`src/sv/cld_pkg.sv`:
```
`timescale 1ns / 1ps
// ----------------------------------------------------------------------------
// cld_pkg
// shared types and constants of the colour-line disparity selector
// ----------------------------------------------------------------------------
package cld_pkg;

  localparam int CHUNK_W = 32;  // operand width of the shared multiplier
  localparam int SH_W    = 8;   // product alignment shift, covers every legal configuration
  localparam int TIX_W   = 2;   // chunk index width

  localparam int NTERM = 6;
  localparam int NPROD = 5;

  // covariance term slots
  localparam logic [2:0] T_C00 = 3'd0;
  localparam logic [2:0] T_C11 = 3'd1;
  localparam logic [2:0] T_C22 = 3'd2;
  localparam logic [2:0] T_C01 = 3'd3;
  localparam logic [2:0] T_C12 = 3'd4;
  localparam logic [2:0] T_C02 = 3'd5;

  // determinant product slots
  localparam logic [2:0] P_DEN  = 3'd0;
  localparam logic [2:0] P_OFF  = 3'd1;
  localparam logic [2:0] P_LAST = 3'd4;

  // configuration register indexes
  localparam logic [1:0] CFG_EDGE_LO = 2'd0;
  localparam logic [1:0] CFG_EDGE_HI = 2'd1;
  localparam logic [1:0] CFG_RADIUS  = 2'd2;

  typedef enum logic [2:0] {
    ALU_NOP,
    ALU_MUL,
    ALU_CLR_TMP,
    ALU_CLR_DET,
    ALU_DEN,
    ALU_CMP,
    ALU_DIV
  } alu_op_t;

  typedef struct packed {
    alu_op_t              op;
    logic                 tmp_src;
    logic                 dest_det;
    logic                 sub;
    logic [SH_W-1:0]      sh;
    logic [TIX_W-1:0]     tix;
    logic [CHUNK_W-1:0]   opa;
    logic [CHUNK_W-1:0]   opb;
  } alu_ctl_t;

  typedef struct packed {
    logic det_neg;
    logic ge;
  } alu_sts_t;

  typedef struct packed {
    logic [21:0]        sum_red;
    logic [21:0]        sum_green;
    logic [21:0]        sum_blue;
    logic [21:0]        sumsq_red;
    logic [21:0]        sumsq_green;
    logic [21:0]        sumsq_blue;
    logic [21:0]        cross_red_green;
    logic [21:0]        cross_green_blue;
    logic [21:0]        cross_blue_red;
    logic signed [6:0]  disparity;
    logic               last_disparity;
  } item_t;

  typedef struct packed {
    logic signed [6:0] best_disparity;
    logic [15:0]       best_error;
  } res_t;

  typedef enum logic [4:0] {
    S_IDLE, S_CM1, S_CM2, S_CDRN, S_CCAP, S_ZCHK,
    S_LA, S_LB, S_LC, S_PAB, S_PD1, S_PC, S_PD2,
    S_DEN, S_SIGN, S_CMP, S_DIV, S_DQ, S_UPD
  } seq_state_t;

  // covariance term used by slot of a determinant product
  function automatic logic [2:0] prod_idx(input logic [2:0] p, input logic [1:0] slot);
    logic [2:0] r;
    r = T_C00;
    case (p)
      3'd0: begin
        case (slot)
          2'd0:    r = T_C00;
          2'd1:    r = T_C11;
          default: r = T_C22;
        endcase
      end
      3'd1: begin
        case (slot)
          2'd0:    r = T_C01;
          2'd1:    r = T_C12;
          default: r = T_C02;
        endcase
      end
      3'd2: begin
        case (slot)
          2'd1:    r = T_C11;
          default: r = T_C02;
        endcase
      end
      3'd3: begin
        case (slot)
          2'd2:    r = T_C22;
          default: r = T_C01;
        endcase
      end
      default: begin
        case (slot)
          2'd0:    r = T_C00;
          default: r = T_C12;
        endcase
      end
    endcase
    return r;
  endfunction

endpackage

```
`src/sv/cld_alu.sv`:
```
`timescale 1ns / 1ps
// ----------------------------------------------------------------------------
// cld_alu
// shared 32x32 multiplier with a registered product, one wide adder that
// accumulates products and runs restoring division steps
// ----------------------------------------------------------------------------
module cld_alu
  import cld_pkg::*;
#(
  parameter int MAG_W = 45
) (
  input  logic                    clk,
  input  logic                    rst_n,
  input  alu_ctl_t                ctl,
  output logic [3*MAG_W+3:0]      tmp_o,
  output alu_sts_t                sts,
  output logic [15:0]             q_o
);

  localparam int DW  = 3*MAG_W + 4;
  localparam int NT  = (2*MAG_W + CHUNK_W - 1) / CHUNK_W;
  localparam int TPW = NT * CHUNK_W;

  logic [DW-1:0]        tmp_r, tmp_nxt;
  logic [DW-1:0]        det_r, det_nxt;
  logic [DW-1:0]        den_r, den_nxt;
  logic [15:0]          q_r, q_nxt;
  logic [2*CHUNK_W-1:0] prod_r, prod_nxt;
  logic [SH_W-1:0]      psh_r;
  logic                 pdest_r, psub_r;
  logic                 pv_r;

  logic [TPW-1:0]     tmp_ext;
  logic [CHUNK_W-1:0] opa_sel;
  logic [DW-1:0]      addend, add_a, add_b, sum;
  logic               dv, cmp, do_sub;

  assign tmp_ext = TPW'(tmp_r[2*MAG_W-1:0]);
  assign opa_sel = ctl.tmp_src ? tmp_ext[ctl.tix*CHUNK_W +: CHUNK_W] : ctl.opa;
  assign prod_nxt = (2*CHUNK_W)'(opa_sel) * (2*CHUNK_W)'(ctl.opb);

  assign dv     = (ctl.op == ALU_DIV);
  assign cmp    = (ctl.op == ALU_CMP);
  assign addend = DW'(prod_r) << psh_r;

  always_comb begin
    if (dv) begin
      add_a = det_r << 1;
    end else if (cmp || pdest_r) begin
      add_a = det_r;
    end else begin
      add_a = tmp_r;
    end
    add_b  = (dv || cmp) ? den_r : addend;
    do_sub = (dv || cmp) ? 1'b1 : psub_r;
    sum    = do_sub ? add_a - add_b : add_a + add_b;
  end

  always_comb begin
    tmp_nxt = tmp_r;
    det_nxt = det_r;
    den_nxt = den_r;
    q_nxt   = q_r;
    if (ctl.op == ALU_CLR_TMP) begin
      tmp_nxt = '0;
    end else if (pv_r && !pdest_r) begin
      tmp_nxt = sum;
    end
    if (ctl.op == ALU_CLR_DET) begin
      det_nxt = '0;
    end else if (pv_r && pdest_r) begin
      det_nxt = sum;
    end else if (dv) begin
      det_nxt = sum[DW-1] ? det_r << 1 : sum;
    end
    if (ctl.op == ALU_DEN) begin
      den_nxt = det_r;
    end
    if (dv) begin
      q_nxt = {q_r[14:0], ~sum[DW-1]};
    end
  end

  always_ff @(posedge clk) begin
    if (!rst_n) begin
      pv_r <= 1'b0;
    end else begin
      pv_r <= (ctl.op == ALU_MUL);
    end
  end

  always_ff @(posedge clk) begin
    tmp_r <= tmp_nxt;
    det_r <= det_nxt;
    den_r <= den_nxt;
    q_r   <= q_nxt;
    if (ctl.op == ALU_MUL) begin
      prod_r  <= prod_nxt;
      psh_r   <= ctl.sh;
      pdest_r <= ctl.dest_det;
      psub_r  <= ctl.sub;
    end
  end

  assign tmp_o       = tmp_r;
  assign q_o         = q_r;
  assign sts.det_neg = det_r[DW-1];
  assign sts.ge      = ~sum[DW-1];

endmodule

```
`config.mk`:
```
export PLATFORM = sky130hd
export DESIGN_NAME = cld_alu
export DESIGN_NICKNAME = d
export VERILOG_FILES = /design/src/sv/cld_pkg.sv /design/src/sv/cld_alu.sv
export SDC_FILE = /design/constraint.sdc
export NUM_CORES = 2
export LEC_CHECK = 0
export BUFFER_PORTS_ARGS = -buffer_cell sky130_fd_sc_hd__buf_2
export CAP_MARGIN = 5
export CORE_MARGIN = 2
export CORE_UTILIZATION = 40
export DETAILED_ROUTE_END_ITERATION = 12
export PLACE_DENSITY = 0.59
export SLEW_MARGIN = 20
export SYNTH_ARGS = -nofsm -noshare
export SYNTH_HDL_FRONTEND = slang
export SYNTH_SLANG_ARGS = --single-unit
```
`constraint.sdc`:
```
create_clock -name clk -period 14.5 [get_ports clk]
set_input_delay 1.45 -clock clk [delete_from_list [all_inputs] [get_ports clk]]
set_output_delay 1.45 -clock clk [all_outputs]
set_load 0.005 [all_outputs]
```
; ---- Word-level counts from Yosys, hierarchy flattened
; Index checks and enable logic that the tools add are counted.
[op_classes]
reduce_logical = 6
bitwise_logic = 1
mul = 1
shift = 2
addsub = 2
mux = 9
n_eq_ne = 6
[ops]
columns = operator, count
row1 = $mux 139, 7
row2 = $add 139x139->139, 1
row3 = $shl 64x8->139, 1
row4 = $sub 139x139->139, 1
row5 = $shiftx 96x8->32, 1
row6 = $mul 32x32->64, 1
row7 = $mux 32, 1
row8 = $eq 3x3->1 const B, 3
row9 = $eq 3x2->1 const B, 2
row10 = $eq 3x1->1 const B, 1
row11 = $logic_and 1x1->1, 2
row12 = $logic_or 1x1->1, 2
row13 = $reduce_bool 2->1, 1
row14 = $logic_not 1->1, 1
row15 = $mux 1, 1
row16 = $not 1->1, 1
[totals]
output_inout_bits = 157
ff_bits = 508
word_cells = 36

; ---- Longest topological paths before layout
[depth]
ltp_word = 9
ltp_mapped = 47
mapped_depth_nobuf = 36

; ---- Least setup slack after synthesis
; Ideal clock, no wire load.
[synth_path]
path_type = input to register
from = input ctl[79] in the netlist's numbering
to = register den_r[0], enable pin
t_required_ps = 13693
path_buffers = 2
slack_ps = 2470
setup_time_ps = 807
t_arrival_ps = 11223
path_stages = 4
cell_sequence = buf_2 > inv_1 > clkbuf_1 > nor3_1
[synth_via]
elab_chain_cells = 1
[synth_lines]
columns = item, line
row1 = "start, declared", cld_alu.sv:14  ; input alu_ctl_t ctl,
row2 = $eq 3x3->1, cld_alu.sv:76  ; if (ctl.op == ALU_DEN) begin
row3 = "end signal, assigned", cld_alu.sv:95  ; den_r <= den_nxt;
row4 = "end, declared", cld_alu.sv:26  ; logic [DW-1:0] den_r, den_nxt;
; Every way passes these cells.
; A chain may end at the register's enable or synchronous reset.

==> metrics.md <==
| Metric | Value |
|---|---|
| Status | complete, no violations |
| Share of layout cells above drive strength 1 | ~8.0% |
| Critical path's largest stage delay | 0.95 ns |
| Crit path kind | register to primary output |
| DRT antenna net count | 0 |
| Crit start category | register |
| Fin nets | slightly below 10000 |
| DR pass1 iterations | 8 |
| Critical path arrival | roughly 12 ns |
| EDFF count, synth | 229 |
| H-tree depth | 2 |
| Slew Limit Fails | 0 |
| Count of different cell masters after synthesis | 98 |
| R2R Setup Slk | around 1.7 ns |
| Fmax | a little under 80 MHz |
| CTS tree | yes |
| Post-CTS resize count | 0 |
| WL final | 308000 µm |
| Unrepaired setup endpoints after global routing | no |
| TNS Setup | 0 ns |
| Initial DRC count | about 6700 |
| Hold buffers post-CTS | 0 |
| Overall die width | approximately 440 µm |
| Min Clock Period, post-route | 12.96 ns |
| Layout area overhead | 6.78% |
| Top cell type's share of synthesized area | between 20% and 30% |
| Fin Hold WS | between 0.4 and 0.5 ns |
| Max_slew headroom | approximately 17% |
| Post-CTS Setup Bufs | 0 |
| DIE AREA | 0.190 mm² |
| Fin crit share | between 80% and 90% |
| Dominant cells by area after synthesis | fa_1 (24%), edfxtp_1 (9.2%), dfxtp_1 (7.5%) |
| Cell taking the most area after synthesis | fa_1 |
| Input/output buffers | 238 |
| Initial Utilization | approximately 40% |
| Drt wl/cell | about 28 µm |
| Reg2reg end | det_r[19] |
| CORE AREA | about 0.19 mm² |
| YS warnings | 0 |
| Max Root-Sink Buffers | 3 |
| Cells on worst reg2reg path | 29 |
| Syn_nets | about 10000 |
| Root buf cell | clkbuf_16 |
| TritonCTS Buffers | around 60 |
| Final hold violation count | 0 |
| CP Max Fanout | between 90 and 100 |
| Slew @ Worst Pin | between 1 and 1.5 ns |
| I/O pins | around 240 |
| Slowest stage cell, crit path | edfxtp_1 |
| Via count | 65900 |
| First-pass GRT wire length | between 400000 and 500000 µm |
| DIE HEIGHT | between 400 and 500 µm |
| Clk sinks | 508 |
| Worst Setup EP | sts[0] |
| Worst Skew | 0.0490 ns |
| Drt drc | 0 |
| GP Congestion | 1.09 |
| Row count | between 150 and 200 |
| Clock Latency Late Sink | 0.71 ns |
| Yosys reg bits | 508 |
| Hold Crit Depth | 0 |
| Most common cell after layout, fill and taps aside | nand2_1 |
| Post-Syn Instances | between 8000 and 9000 |
| Post-synthesis sequential area ratio | roughly 17% |
| Grt total ovfl | 0 |
| Syn Area/Cell | 8.62 µm² |
| RR Startpoint | psh_r[0] |
| Synth Flop Type | dfxtp_1 |
| Final setup vio count | 0 |
| Most frequent cells in the layout | nand2_1 (1161), inv_1 (919), fa_1 (897) |
| Worst Setup SP | psh_r[0] |
| Clock-pin slew on the worst setup and hold paths | approximately 0.06 ns |
| Req. time, crit path | 13.05 ns |
| Vias per cell | 5.98 |
| Mapped cell area | between 0.07 and 0.08 mm² |
| DP Wirelength | around 240000 µm |
| Max-cap violations | 0 |
| CP endpoint kind | primary output |
| Number of antenna violations at the first check in global routing | 23 |
| Async set or reset register ratio after synthesis | 0% |
| Vias in the first global route | around 66000 |
| Largest net degree at the start of global routing | 120 |
| Total global-route track usage | roughly a third |
| Hold crit path type | register to register |
-- cell usage after synthesis, types with 117 or more instances --
master / count
nand2_1: 1163
inv_1: 921
fa_1: 897
and2_1: 641
a21oi_1: 609
o21ai_0: 552
clkbuf_1: 490
ha_1: 402
mux2i_1: 371
nor2_1: 287
dfxtp_1: 279
edfxtp_1: 229
xnor2_1: 203
xor2_1: 129
a21o_1: 117
-- registers in the layout, indices dropped and copies added, names as in the netlist --
signal	flops
den_r	139
det_r	139
pdest_r	1
prod_r	64
psh_r	8
psub_r	1
pv_r	1
q_o	16
tmp_o	139
-- area by class of cell --
type                       count  area [µm²]
fill                       18600      106000
multi-input combinational   6623       56300
sequential                   508       12500
inverter                     924        3480
tap                         2480        3100
timing repair buffer         361        2160
clock buffer                  78        1670
clock inverter                33         309
antenna                        8        20.0
-- worst min path at each step --
stage	start	endpoint	slack, ns
after global placement	q_o[14]	q_o[15]	0.42
after CTS	q_o[14]	q_o[15]	0.45
after global routing	q_o[6]	q_o[7]	0.45
final	q_o[10]	q_o[11]	0.45
after floorplan	det_r[137]	den_r[137]	0.45
after detailed placement	q_o[10]	q_o[11]	0.43
-- metrics by stage --
step,util [%],instance area [µm²],worst slack [ns],cells
6_report,42.9,79500,1.54,11000
5_1_grt,42.9,79400,1.29,11000
4_1_cts,42.9,79400,1.91,11000
3_5_place_dp,41.8,77400,1.80,10900
3_3_place_gp,41.8,77400,1.94,10900
2_1_floorplan,-,74400,2.47,8629
-- worst max-delay path: cells and delay by family (launching register included) --
kind | cells | cell delay (ns)
xor+xnor | 2 | 0.37
simple gates | 12 | 4.29
buf+inv | 4 | 0.97
fa+ha+maj | 1 | 0.25
flops | 1 | 0.95
compound gates | 6 | 2.80
mux | 2 | 1.04
-- cells by family (layout without fill, tap and decap cells) --
logic type                 Yosys count  count (layout)  share of synthesized area [%]
AOI/OAI and AO/OA                 1924            1924                           16.0
DFF                                508             508                           16.7
muxes                              503             503                           7.87
other                                0               8                              0
and+or+nand+nor                   2565            2565                           16.7
xor gates and xnor gates           332             332                           3.91
buffers and inverters             1498            1396                           7.94
adders and majority gates         1299            1299                           30.9
-- routing by layer --
layer	vias to the layer above	part of all wire (%)	wire length [µm]	track usage, %
li1	28800	-	-	-
met1	33500	41	126000	41.4
met2	2921	47	143000	52.1
met3	647	7.4	22800	4.71
met4	12	5.2	15900	14.2
met5	-	0.026	80	0
Power is left out: the tool's default activity adds up to more than one toggle a clock period on the data nets, which glitch-free logic cannot reach.
